`config.mk`:
```
export PLATFORM = sky130hd
export DESIGN_NAME = rfid_reply_frame_checker_top
export DESIGN_NICKNAME = d
export VERILOG_FILES = /design/src/sv/rfc_pkg.sv /design/src/sv/rfc_frame_core.sv /design/src/sv/rfc_out_reg.sv /design/src/sv/rfid_reply_frame_checker_top.sv
export SDC_FILE = /design/constraint.sdc
export NUM_CORES = 1
export LEC_CHECK = 0
export ABC_CLOCK_PERIOD_IN_PS = 6400
export BUFFER_PORTS_ARGS = -buffer_cell sky130_fd_sc_hd__buf_2
export CORE_AREA = 2 2 155 157
export DETAILED_ROUTE_END_ITERATION = 10
export DIE_AREA = 0 0 157 159
export GPL_TIMING_DRIVEN = 1
export HOLD_SLACK_MARGIN = 0.1
export PLACE_DENSITY_LB_ADDON = 0.05
export SLEW_MARGIN = 30
export SYNTH_ARGS = -nofsm -noshare
export SYNTH_HDL_FRONTEND = slang
export SYNTH_SLANG_ARGS = --single-unit
```
`constraint.sdc`:
```
create_clock -name i_clk -period 6.4 [get_ports i_clk]
set_clock_uncertainty 0.1 [all_clocks]
set_input_delay 0.64 -clock i_clk [delete_from_list [all_inputs] [get_ports i_clk]]
set_output_delay 0.64 -clock i_clk [all_outputs]
set_load 0.01 [all_outputs]
```
`src/sv/rfc_pkg.sv`:
```
package rfc_pkg;

    localparam int MAX_FRAME_BYTES_DEF = 64;
    localparam int HEADER_DEPTH        = 6;
    localparam int CFG_INDEX_W         = 2;

    localparam logic [7:0] CRC_POLY = 8'h8C;
    localparam logic [7:0] CRC_INIT = 8'h00;

    typedef enum logic [CFG_INDEX_W-1:0] {
        REG_PREAMBLE = 2'd0,
        REG_TAG_CMD  = 2'd1,
        REG_VER_CMD  = 2'd2,
        REG_SIZE_OFS = 2'd3
    } t_reg_index;

    typedef enum logic [2:0] {
        ST_OK       = 3'd0,
        ST_SIZE     = 3'd1,
        ST_PREAMBLE = 3'd2,
        ST_COMMAND  = 3'd3,
        ST_CRC      = 3'd4
    } t_status;

    typedef struct packed {
        logic [7:0] preamble_code;
        logic [7:0] tag_command_code;
        logic [7:0] version_command_code;
        logic [7:0] size_offset;
    } t_cfg;

    typedef struct packed {
        t_status    status;
        logic [7:0] cmd_code;
        logic [7:0] uid_length;
        logic [7:0] tag_value;
        logic [7:0] sensor_value;
        logic [7:0] sensor_mask;
    } t_result;

    // Reflected CRC-8, one byte, least significant bit first.
    function automatic logic [7:0] crc8_byte(input logic [7:0] crc, input logic [7:0] data);
        logic [7:0] c;
        c = crc;
        for (int i = 0; i < 8; i++) begin
            if (c[0] ^ data[i]) begin
                c = (c >> 1) ^ CRC_POLY;
            end else begin
                c = c >> 1;
            end
        end
        return c;
    endfunction

endpackage

```
`src/sv/rfc_frame_core.sv`:
```
module rfc_frame_core #(
    parameter int MAX_FRAME_BYTES = rfc_pkg::MAX_FRAME_BYTES_DEF
) (
    input  logic             i_clk,
    input  logic             i_rst_n,
    input  logic             i_step,
    input  logic [7:0]       i_byte,
    input  logic             i_last,
    input  rfc_pkg::t_cfg    i_cfg,
    output rfc_pkg::t_result o_result
);
    import rfc_pkg::*;

    localparam int CW = $clog2(MAX_FRAME_BYTES + 1);
    localparam logic [CW-1:0] COUNT_MAX = CW'(MAX_FRAME_BYTES);

    logic [CW-1:0] r_count, n_count;
    logic          r_ovf, n_ovf;
    logic [7:0]    r_crc;
    logic [7:0]    r_hdr [HEADER_DEPTH];
    logic [7:0]    h_eff [HEADER_DEPTH];
    logic [7:0]    r_mask, n_mask;
    logic [8:0]    size_sum;
    t_status       status;

    // Header view including the byte now being taken, so a short frame sees
    // its own final byte.
    always_comb begin
        for (int k = 0; k < HEADER_DEPTH; k++) begin
            h_eff[k] = (r_count == CW'(k)) ? i_byte : r_hdr[k];
        end
    end

    always_comb begin
        if (r_count >= COUNT_MAX) begin
            n_count = r_count;
            n_ovf   = 1'b1;
        end else begin
            n_count = r_count + 1'b1;
            n_ovf   = r_ovf;
        end
    end

    assign size_sum = {1'b0, h_eff[1]} + {1'b0, i_cfg.size_offset};

    always_comb begin
        if (n_ovf || (9'(n_count) != size_sum)) begin
            status = ST_SIZE;
        end else if (h_eff[0] != i_cfg.preamble_code) begin
            status = ST_PREAMBLE;
        end else if (h_eff[2] != i_cfg.tag_command_code &&
                     h_eff[2] != i_cfg.version_command_code) begin
            status = ST_COMMAND;
        end else if (i_byte != r_crc) begin
            status = ST_CRC;
        end else begin
            status = ST_OK;
        end
    end

    assign n_mask = (status == ST_OK) ? (r_mask | {h_eff[5][3:0], 4'h0}) : r_mask;

    always_comb begin
        o_result        = '0;
        o_result.status = status;
        if (status == ST_OK) begin
            o_result.cmd_code     = h_eff[2];
            o_result.uid_length   = h_eff[3];
            o_result.tag_value    = h_eff[4];
            o_result.sensor_value = h_eff[5];
        end
        o_result.sensor_mask = n_mask;
    end

    always_ff @(posedge i_clk) begin
        if (!i_rst_n) begin
            r_count <= '0;
            r_ovf   <= 1'b0;
            r_crc   <= CRC_INIT;
            r_mask  <= '0;
            for (int k = 0; k < HEADER_DEPTH; k++) begin
                r_hdr[k] <= '0;
            end
        end else if (i_step) begin
            if (i_last) begin
                r_count <= '0;
                r_ovf   <= 1'b0;
                r_crc   <= CRC_INIT;
                r_mask  <= n_mask;
                for (int k = 0; k < HEADER_DEPTH; k++) begin
                    r_hdr[k] <= '0;
                end
            end else begin
                r_count <= n_count;
                r_ovf   <= n_ovf;
                r_crc   <= crc8_byte(r_crc, i_byte);
                for (int k = 0; k < HEADER_DEPTH; k++) begin
                    r_hdr[k] <= h_eff[k];
                end
            end
        end
    end

endmodule

```
`src/sv/rfc_out_reg.sv`:
```
module rfc_out_reg (
    input  logic             i_clk,
    input  logic             i_rst_n,
    input  logic             i_load,
    input  rfc_pkg::t_result i_result,
    input  logic             i_out_stall,
    output logic             o_out_valid,
    output rfc_pkg::t_result o_result
);
    import rfc_pkg::*;

    logic    r_valid;
    t_result r_result;

    always_ff @(posedge i_clk) begin
        if (!i_rst_n) begin
            r_valid <= 1'b0;
        end else if (i_load) begin
            r_valid <= 1'b1;
        end else if (!i_out_stall) begin
            r_valid <= 1'b0;
        end
    end

    always_ff @(posedge i_clk) begin
        if (i_load) begin
            r_result <= i_result;
        end
    end

    assign o_out_valid = r_valid;
    assign o_result    = r_result;

endmodule

```
`src/sv/rfid_reply_frame_checker_top.sv`:
```
// A result is valid once the final byte has passed the input register and the result
// register. Throughput: one byte per cycle, held only while a final byte waits on a full,
// stalled result register; the CRC update and the verdict compares sit in one stage between the two.
// The input register holds a final byte only while the result register is full and stalled.
// Reset (synchronous, active low) clears the frame state, the sensor mask and both
// valid flags, and loads the register defaults.
module rfid_reply_frame_checker_top #(
    parameter int MAX_FRAME_BYTES = rfc_pkg::MAX_FRAME_BYTES_DEF
) (
    input  logic                            i_clk,
    input  logic                            i_rst_n,
    input  logic                            i_cfg_wr_en,
    input  logic [rfc_pkg::CFG_INDEX_W-1:0] i_cfg_index,
    input  logic [7:0]                      i_cfg_wdata,
    input  logic                            i_in_valid,
    output logic                            o_in_stall,
    input  logic [7:0]                      i_rx_byte,
    input  logic                            i_last_byte,
    output logic                            o_out_valid,
    input  logic                            i_out_stall,
    output logic [2:0]                      o_status,
    output logic [7:0]                      o_cmd_code,
    output logic [7:0]                      o_uid_length,
    output logic [7:0]                      o_tag_value,
    output logic [7:0]                      o_sensor_value,
    output logic [7:0]                      o_sensor_mask
);
    import rfc_pkg::*;

    t_cfg       r_cfg;
    logic       r_in_valid;
    logic [7:0] r_in_byte;
    logic       r_in_last;
    logic       step;
    logic       in_xfer;
    t_result    core_result;
    t_result    out_result;

    always_ff @(posedge i_clk) begin
        if (!i_rst_n) begin
            r_cfg.preamble_code        <= 8'd0;
            r_cfg.tag_command_code     <= 8'd2;
            r_cfg.version_command_code <= 8'd1;
            r_cfg.size_offset          <= 8'd3;
        end else if (i_cfg_wr_en) begin
            case (t_reg_index'(i_cfg_index))
                REG_PREAMBLE: r_cfg.preamble_code        <= i_cfg_wdata;
                REG_TAG_CMD:  r_cfg.tag_command_code     <= i_cfg_wdata;
                REG_VER_CMD:  r_cfg.version_command_code <= i_cfg_wdata;
                REG_SIZE_OFS: r_cfg.size_offset          <= i_cfg_wdata;
                default:      r_cfg                      <= r_cfg;
            endcase
        end
    end

    // A middle byte never waits; a final byte waits for room in the result register.
    assign step       = r_in_valid && !(r_in_last && o_out_valid && i_out_stall);
    assign o_in_stall = r_in_valid && !step;
    assign in_xfer    = i_in_valid && !o_in_stall;

    always_ff @(posedge i_clk) begin
        if (!i_rst_n) begin
            r_in_valid <= 1'b0;
        end else if (in_xfer) begin
            r_in_valid <= 1'b1;
        end else if (step) begin
            r_in_valid <= 1'b0;
        end
    end

    always_ff @(posedge i_clk) begin
        if (in_xfer) begin
            r_in_byte <= i_rx_byte;
            r_in_last <= i_last_byte;
        end
    end

    rfc_frame_core #(
        .MAX_FRAME_BYTES(MAX_FRAME_BYTES)
    ) u_core (
        .i_clk    (i_clk),
        .i_rst_n  (i_rst_n),
        .i_step   (step),
        .i_byte   (r_in_byte),
        .i_last   (r_in_last),
        .i_cfg    (r_cfg),
        .o_result (core_result)
    );

    rfc_out_reg u_out (
        .i_clk       (i_clk),
        .i_rst_n     (i_rst_n),
        .i_load      (step && r_in_last),
        .i_result    (core_result),
        .i_out_stall (i_out_stall),
        .o_out_valid (o_out_valid),
        .o_result    (out_result)
    );

    assign o_status       = out_result.status;
    assign o_cmd_code     = out_result.cmd_code;
    assign o_uid_length   = out_result.uid_length;
    assign o_tag_value    = out_result.tag_value;
    assign o_sensor_value = out_result.sensor_value;
    assign o_sensor_mask  = out_result.sensor_mask;

endmodule

```
After elaboration in Yosys (flattened, before gate mapping)

Memories as Yosys holds them, arrays and structs flattened.
Index checks and enable logic that the tools add are counted.

Register bits after elaboration: 110
Bits in writable memories: 48
Input port bits: 24
Output and inout port bits: 45
Logic and storage cells: 155
Memories kept: 1

$add $sub $neg: 2
Order comparisons: 1
Equal/unequal tests: 14
Muxes and demuxes: 70
Bitwise logic cells: 29
Reduce and logical (&&, ||, !) cells: 20

Memories:

| name         | depth | bits a word | rd ports | clocked after Yosys merged registers in | wr ports | RTL line             | RTL |
|---|---|---|---|---|---|---|---|
| u_core.r_hdr | 6     | 8           | 6        | 0                                       | 6        | rfc_frame_core.sv:20 | `logic [7:0] r_hdr [HEADER_DEPTH];` |

Operators with widths:

| cell                                                     | number |
|---|---|
| 2-to-1 mux 8 bit                                         | 49 |
| != test 8 bit                                            | 4 |
| NOT 2 -> 3 bit                                           | 8 |
| 2-to-1 mux 1 bit                                         | 15 |
| equality test 7 x 2 -> 1 bit, second input constant      | 2 |
| equality test 7 x 3 -> 1 bit, second input constant      | 2 |
| 2-to-1 mux 7 bit                                         | 2 |
| 2-to-1 mux 3 bit                                         | 4 |
| OR 1 bit                                                 | 12 |
| AND reduction 2 bit                                      | 5 |
| adder 8 x 8 -> 9 bit                                     | 1 |
| != test 7 x 9 -> 1 bit                                   | 1 |
| OR 8 bit                                                 | 1 |
| bitwise XOR 1 bit                                        | 8 |
| adder 7 x 1 -> 7 bit, second input constant              | 1 |
| equality test 7 x 1 -> 1 bit, second input constant      | 1 |
| greater-or-equal comparator 7 bit, second input constant | 1 |
| logical AND 1 bit                                        | 7 |
| logical NOT 7 bit                                        | 1 |
| equality test 2 bit, second input constant               | 2 |
| logical NOT 1 bit                                        | 3 |
| logical NOT 3 bit                                        | 1 |
| equality test 2 x 1 -> 1 bit, second input constant      | 1 |
| logical NOT 2 bit                                        | 1 |
| other kinds (3)                                          | 3 |

Depth between registers and ports, before layout

Gate-level depths: netlist of the first run.

Depth after elaboration: 39
Depth in mapped cells: 16
Gate-level depth less buffers: 14

Cells and area by module

Synthesis of the first run repeated with hierarchy kept, for this count alone.

Cell total of the unflattened synthesis: 657
Area total of the unflattened synthesis: 7,469.7 µm²

Modules (own cells, without submodules):

| module                       | times used | cells an instance | area each (µm²) | seq. area each (µm²) |
|---|---|---|---|---|
| rfc_frame_core               | 1          | 476               | 4,611.9         | 1,841.8 |
| rfid_reply_frame_checker_top | 1          | 135               | 1,535.2         | 930.9 |
| rfc_out_reg                  | 1          | 46                | 1,322.5         | 1,311.3 |

Worst setup path before layout of the first run

OpenSTA, ideal clock, no wires.

Path kind: register to register
Start point: register u_core.r_count[2]
End point: register u_out.r_result, in the netlist u_out.o_result[40] (data pin)
Setup time: 0.256 ns
Arrival time: 3.706 ns
Required time: 6.044 ns
Slack: 2.338 ns
Stages on the path, launching flop included: 17
Buffers on the path: 3
Period minus slack after synthesis: 4.062 ns
Cells stage by stage: dfxtp_1 > buf_2 > nor2_2 > nand3_1 > nand2_1 > o21ai_0 > ha_1 > fa_1 > a21o_1 > a21oi_1 > xnor2_1 > or3_1 > nor4_1 > nand2_1 > clkbuf_1 > clkbuf_1 > a31o_2

RTL lines:

| element                | RTL line             | RTL |
|---|---|---|
| start, declared        | rfc_frame_core.sv:17 | `logic [CW-1:0] r_count, n_count;` |
| start signal, assigned | rfc_frame_core.sv:94 | `r_count <= n_count;` |
| end signal, assigned   | rfc_out_reg.sv:27    | `r_result <= i_result;` |
| end, declared          | rfc_out_reg.sv:13    | `t_result r_result;` |

==> out/metrics.cfg, run 1 <==
[layout]
finalInstanceArea_um2 = 8470
final_common_cell = edfxtp_1
layout-drive-gt1-share_pct = 17.1
antenna_cells = 0
fillers = 2330
instances_no_fill = 1040
final_cell_mix = edfxtp_1 (96), buf_2 (64), nor2_1 (58), nand2_1 (58), dfxtp_1 (54)
synthToLayoutAreaGrowth_pct = 15.5
fin_util_pct = 36.5
nNetsFinal = 746

[sta]
relSlewSlack_pct = 48.2
worst_pin_slew_ns = 0.775
hold_viol = 0
rsz0062_at_grt = no
tns_ns = 0
layout_min_cycle_time_ns = 4.51
drv_slew = 0
fin_crit_sh_pct = 70.5
fin_ws_ns = 1.89
setup_viol = 0
fmax_mhz = 221
whs_ns = 0.292

[hold_path]
min_path_type = primary input to flop
worstHoldEndpoint = r_in_byte[6]$_DFFE_PP_
min_from = i_rx_byte[6]
worstHoldPathCells = 1

[yosys]
syn-cell-area_um2 = 7330
netlist.area_leader.share_pct = 39.3
async_flop_share_pct = 0
synth_edf_count = 96
synthMuxAreaShare_pct = 8.04
synthFlopType = edfxtp_1
synth_adder_area_share_pct = 2.49
yosys_warnings = 0
synth_top_family_by_area = simple AND/OR/NAND/NOR gates
syn_avg_cell_area_um2 = 11.1
post_synth_num_cell_types = 61
synth_cells = 660
synth_area_leaders = edfxtp_1 (39%), dfxtp_1 (15%), mux2i_1 (7.0%)
yosysSeqAreaShare_pct = 54.1
synth-simple-area-share_pct = 16.3
yosysTopAreaCell = edfxtp_1
ys_ff_latch = 150
synth_xor_area_share_pct = 7.77
synth_compound_area_share_pct = 7.25

[power]
switchingPower_uw = 591
combPwrFrac_pct = 9.3
p_seq_share_pct = 47.9
p_clk_share_pct = 42.8
leakagePower_nw = 3.31
total_power_mw = 2.29
p_per_area_nw_per_um2 = 270
intPower_mw = 1.70
irDropWorstVdd_v = 0.000154
swShare_pct = 25.8

[placement]
dp.cells = 1008
pre_cts_ws_ns = 1.89
gp_congestion = 0.801
port_buffers = 64
placedInstanceArea_um2 = 7900
dp_hpwl_um = 12900

[die]
initial_utilization_pct = 31.6
coreArea_um2 = 23200
rows = 56
die_x_um = 157
die-area_um2 = 25000
ios = 69
die_h_um = 159

[cts]
clockBufferDepth = 2
cts.sinks = 150
cts_hold_buf = 0
cts_setup_buffers = 0
cts_root_buffer = clkbuf_16
cts_resized = 0
htreeDepth = 4
cts_tree = done
cts_buffers = 17
clk_latency_ns = 0.42
clk_pin_slew_worst_paths_ns = 0.07

[global_routing]
grt_pass1_wl_um = 29800
overflow = 0
antenna_found_initial = 0
gr-usage-all-layers_pct = 15.9
grt_pass1_vias = 4946
grt_max_degree = 63

[critical_path]
crit_fanout = 39
worst-r2r-setup-slack_ns = 1.89
crit_type = flop to flop
reg2reg_to = u_out.o_result[39]$_SDFFCE_PP0P_
end_kind = flop
cp.arrival_ns = 4.64
start_kind = flop
ff2ff_path_depth = 14
cp_data_required_time_ns = 6.52
timing.rr.start = u_core.r_count[6]$_SDFFE_PN0P_

[routing]
wl_per_cell_um = 18.2
drc_errors = 0
vias = 4970
wl_um = 19000
first_iter_violations = 197
post_drt_via_cell_ratio = 4.78
dr.pass1.iters = 4
ant_nets = 0

[job]
drv_cap = 0

[status]
status = completed

cell families after synthesis:
| group | Yosys count |
|---|---|
| buffers and inverters | 66 |
| xor gates and xnor gates | 65 |
| adders and majority gates | 14 |
| DFF | 150 |
| and+or+nand+nor | 229 |
| other | 1 |
| muxes | 58 |
| AOI/OAI and AO/OA | 77 |
flip-flops by register name, indices dropped and copies added (netlist names):
signal / cells
r_cfg: 32
r_in_byte: 8
r_in_last: 1
r_in_valid: 1
u_core.r_count: 7
u_core.r_crc: 8
u_core.r_hdr: 48
u_core.r_mask: 4
u_core.r_ovf: 1
u_out.o_out_valid: 1
u_out.o_result: 39
power groups by stage:
stage / registers [mW] / logic [mW] / clock network, mW
6_report: 1.10 / 0.214 / 0.980
5_1_grt: 1.10 / 0.240 / 1.06
4_1_cts: 1.10 / 0.217 / 1.01
3_5_place_dp: 1.12 / 0.216 / 0
2_1_floorplan: 1.10 / 0.162 / 0
3_3_place_gp: 1.12 / 0.215 / 0
critical path: stages, from the launching register on:
cell and delay [ns]:
dfxtp_1 0.47, nor3_2 0.28, nand3_1 0.37, nand2_1 0.17, o21ai_0 0.14, ha_1 0.26, fa_1 0.42, a21o_1 0.18
a21oi_1 0.21, xnor2_1 0.09, or3_1 0.39, nor4_1 0.49, nand2_1 0.11, buf_4 0.28, nor4_1 0.34
how the worst max path moves through the flow:
stage / depth (start not counted) / to / start / slack [ns]
6_report: 14 / u_out.o_result[39]$_SDFFCE_PP0P_ / u_core.r_count[6]$_SDFFE_PN0P_ / 1.89
5_1_grt: 14 / u_out.o_result[33]$_SDFFCE_PP0P_ / u_core.r_count[6]$_SDFFE_PN0P_ / 1.43
4_1_cts: 14 / u_out.o_result[6]$_DFFE_PP_ / u_core.r_count[4]$_SDFFE_PN0P_ / 1.88
3_5_place_dp: 14 / u_out.o_result[6]$_DFFE_PP_ / u_core.r_count[6]$_SDFFE_PN0P_ / 1.89
3_3_place_gp: 14 / u_out.o_result[7]$_DFFE_PP_ / u_core.r_count[6]$_SDFFE_PN0P_ / 2.13
2_1_floorplan: 16 / u_out.o_result[40]$_DFFE_PP_ / u_core.r_count[2]$_SDFFE_PN0P_ / 2.34
final cells by class:
class | instances | area (µm²) | area share (%)
multi-input cells | 447 | 3080 | 36.4
well taps | 319 | 399 | 4.71
repair buffers | 72 | 380 | 4.49
clock inverters | 15 | 141 | 1.67
flip-flops and latches | 150 | 3960 | 46.8
inverters | 20 | 75.1 | 0.887
clock buffers | 17 | 425 | 5.02
cells in the mapped netlist (all sizes together) (7+ instances only):
library cell,n
nand2,59
mux2i,51
o41ai,9
nor4,32
buf,15
a21oi,11
xor2,26
clkbuf,31
nor2b,30
edfxtp,96
o21ai,20
xnor2,39
mux2,7
dfxtp,54
nor2,59
a21boi,16
inv,20
ha,13
nand3,13
metal layers:
| metal | routed length (µm) | part of all wire (%) | vias up | GRT usage (%) |
|---|---|---|---|---|
| met2 | 8920 | 47 | 105 | 25.0 |
| met1 | 9230 | 49 | 2416 | 22.5 |
| met5 | 0 | 0 | - | 0 |
| li1 | - | - | 2439 | - |
| met3 | 665 | 3.5 | 10 | 3.10 |
| met4 | 149 | 0.79 | 0 | 3.84 |
(Power assumes the default switching activity.)
==> inputs of run 2 (changes only) <==
- ABC_CLOCK_PERIOD_IN_PS: 6400 -> 4560
- clock period: 6.4 -> 4.56 ns (I/O delays scaled with it)
==> out/metrics.cfg, run 2 (synthesis gave the netlist of run 1 again) <==
[status]
status = completed

[global_routing]
grt_pass1_wl_um = 30200  ; +1.3%
antenna_found_initial = 0  ; unchanged
gr-usage-all-layers_pct = 16.0  ; +0.12 points
overflow = 0  ; unchanged
grt_max_degree = 63  ; unchanged
grt_pass1_vias = 5073  ; +2.6%

[critical_path]
ff2ff_path_depth = 13  ; -1
end_kind = flop
worst-r2r-setup-slack_ns = 0.35  ; -1.54 ns
crit_type = flop to flop
cp_slowest_stage_delay_ns = 0.71  ; +0.22 ns
cp_data_required_time_ns = 4.68  ; -1.84 ns
reg2reg_to = u_out.o_result[7]$_DFFE_PP_
path_cells = ha_1 > nand3_2 > nand2_1 > o21ai_0 > ha_1 > fa_1 > a21o_1 > a21oi_1 > o21ai_0 > o32ai_1 > nand2_1 > buf_4 > o41ai_1
start_kind = flop
timing.rr.start = u_core.r_count[0]$_SDFFE_PN0P_
crit_fanout = 39  ; unchanged
cp.arrival_ns = 4.33  ; -0.31 ns
slowest_stage = o32ai_1

[cts]
cts.sinks = 150  ; unchanged
cts_root_buffer = clkbuf_16
htreeDepth = 4  ; unchanged
cts_tree = done
clockBufferDepth = 2  ; unchanged
clk_pin_slew_worst_paths_ns = 0.06  ; about the same
cts_buffers = 17  ; unchanged
clk_latency_ns = 0.42  ; about the same

[placement]
placedInstanceArea_um2 = 7970  ; +0.86%
dp_hpwl_um = 13200  ; +2.4%
port_buffers = 64  ; unchanged
gp_congestion = 0.785  ; -1.9%

[layout]
fillers = 2304  ; -1.1%
fin_util_pct = 37.1  ; +0.62 points
final_cell_mix = edfxtp_1 (96), buf_2 (64), nor2_1 (58), nand2_1 (58), dfxtp_1 (54)
antenna_cells = 0  ; unchanged
finalInstanceArea_um2 = 8610  ; +1.7%
nNetsFinal = 764  ; +2.4%
synthToLayoutAreaGrowth_pct = 17.5
largest_reg_flops = 48  ; unchanged
regArea_um2 = 3960  ; unchanged
top_register = u_core.r_hdr
final_common_cell = edfxtp_1
layout-drive-gt1-share_pct = 18.0  ; +0.94 points
multi_input_area_um2 = 3090  ; +0.16%

[sta]
layout_min_cycle_time_ns = 4.21  ; -0.304 ns
drv_slew = 0  ; unchanged
setup_viol = 0  ; unchanged
fin_crit_sh_pct = 92.3  ; +22 points
fmax_mhz = 237  ; +7.2%
whs_ns = 0.158  ; -0.133 ns
tns_ns = 0  ; unchanged
hold_viol = 0  ; unchanged
worst_pin_slew_ns = 0.836  ; +0.0615 ns
relSlewSlack_pct = 44.2  ; -4.0 points
rsz0062_at_grt = no

[die]
die-area_um2 = 25000  ; unchanged
ios = 69  ; unchanged
rows = 56  ; unchanged
die_x_um = 157  ; unchanged
coreArea_um2 = 23200  ; unchanged
die_h_um = 159  ; unchanged
initial_utilization_pct = 31.6  ; unchanged

[routing]
wl_um = 19200  ; +1.1%
first_iter_violations = 288  ; +46%
ant_nets = 0  ; unchanged
post_drt_via_cell_ratio = 4.82  ; +0.89%
drc_errors = 0  ; unchanged
vias = 5101  ; +2.6%
dr.pass1.iters = 4  ; unchanged
wl_per_cell_um = 18.1  ; -0.66%

[power]
leakagePower_nw = 3.37  ; +1.9%
irDropWorstVdd_v = 0.000206  ; +34%
p_per_area_nw_per_um2 = 369  ; +37%

[hold_path]
worstHoldEndpoint = r_in_valid$_SDFFE_PN0P_
worstHoldPathCells = 2  ; +1
min_path_type = primary input to flop
min_from = i_in_valid

[job]
drv_cap = 0  ; unchanged

run 2: cell types whose count changed in the layout (fill, tap and decap cells not counted), sizes merged:
cell | previous run | this run
buf | 72 | 81
dlygate4sd3 | 0 | 9
clkinvlp | 0 | 4
inv | 27 | 25
bufinv | 1 | 0
clkinv | 7 | 6
run 2: power by group:
part           switching, mW  internal [mW]  leakage, nW  total, mW
logic                  0.178          0.134         1.69      0.312
registers             0.0423           1.49         1.42       1.54
clock network          0.622          0.709        0.258       1.33
run 2: through the flow:
step / worst slack, ns / cells / power, mW
floorplan: 0.498 / 663 / 1.78
global placement: 0.354 / 1017 / 1.87
detailed placement: 0.268 / 1017 / 1.88
CTS: 0.276 / 1058 / 3.22
global route: 0.0479 / 1058 / 3.32
finish: 0.349 / 1058 / 3.18
run 2: how the worst max path moves through the flow:
| stage | cells past startpoint | endpoint | from | slack (ns) |
|---|---|---|---|---|
| after floorplan | 16 | u_out.o_result[40]$_DFFE_PP_ | u_core.r_count[2]$_SDFFE_PN0P_ | 0.50 |
| after global placement | 15 | u_out.o_result[7]$_DFFE_PP_ | u_core.r_count[0]$_SDFFE_PN0P_ | 0.35 |
| after detailed placement | 15 | u_out.o_result[7]$_DFFE_PP_ | u_core.r_count[0]$_SDFFE_PN0P_ | 0.27 |
| after CTS | 15 | u_out.o_result[7]$_DFFE_PP_ | u_core.r_count[0]$_SDFFE_PN0P_ | 0.28 |
| after global routing | 15 | u_out.o_result[7]$_DFFE_PP_ | u_core.r_count[0]$_SDFFE_PN0P_ | 0.05 |
| final | 13 | u_out.o_result[7]$_DFFE_PP_ | u_core.r_count[0]$_SDFFE_PN0P_ | 0.35 |
run 2: layout make-up:
cell class	instances	area share [%]
clock inverters	15	1.42
multi-input cells	447	35.8
clock buffers	17	4.94
flip-flops and latches	150	46.0
well taps	319	4.64
inverters	20	0.872
repair buffers	90	6.25
run 2: worst max-delay path: cells and delay by family (launching register included):
family                     cells  cell delay [ns]
AOI/OAI and AO/OA              6             1.79
adders and majority gates      3             0.90
buffers and inverters          1             0.29
DFF                            1             0.49
and+or+nand+nor                3             0.45
run 2: timing repair:
item | CTS | global route
endpoints found under the hold margin | 9 | 0
hold buffers | 9 | 0
buffers inserted | 0 | 0
setup endpoints to repair | 0 | 7
resized for setup | 0 | 1
run 2: per-layer routing:
metal  global-route usage (%)  vias up  routed length (µm)
met4                     5.38        0                 366
met1                     22.8     2478                9440
met2                     24.7      111                8650
met5                        0        -                   0
li1                         -     2486                   -
met3                     2.75       26                 702
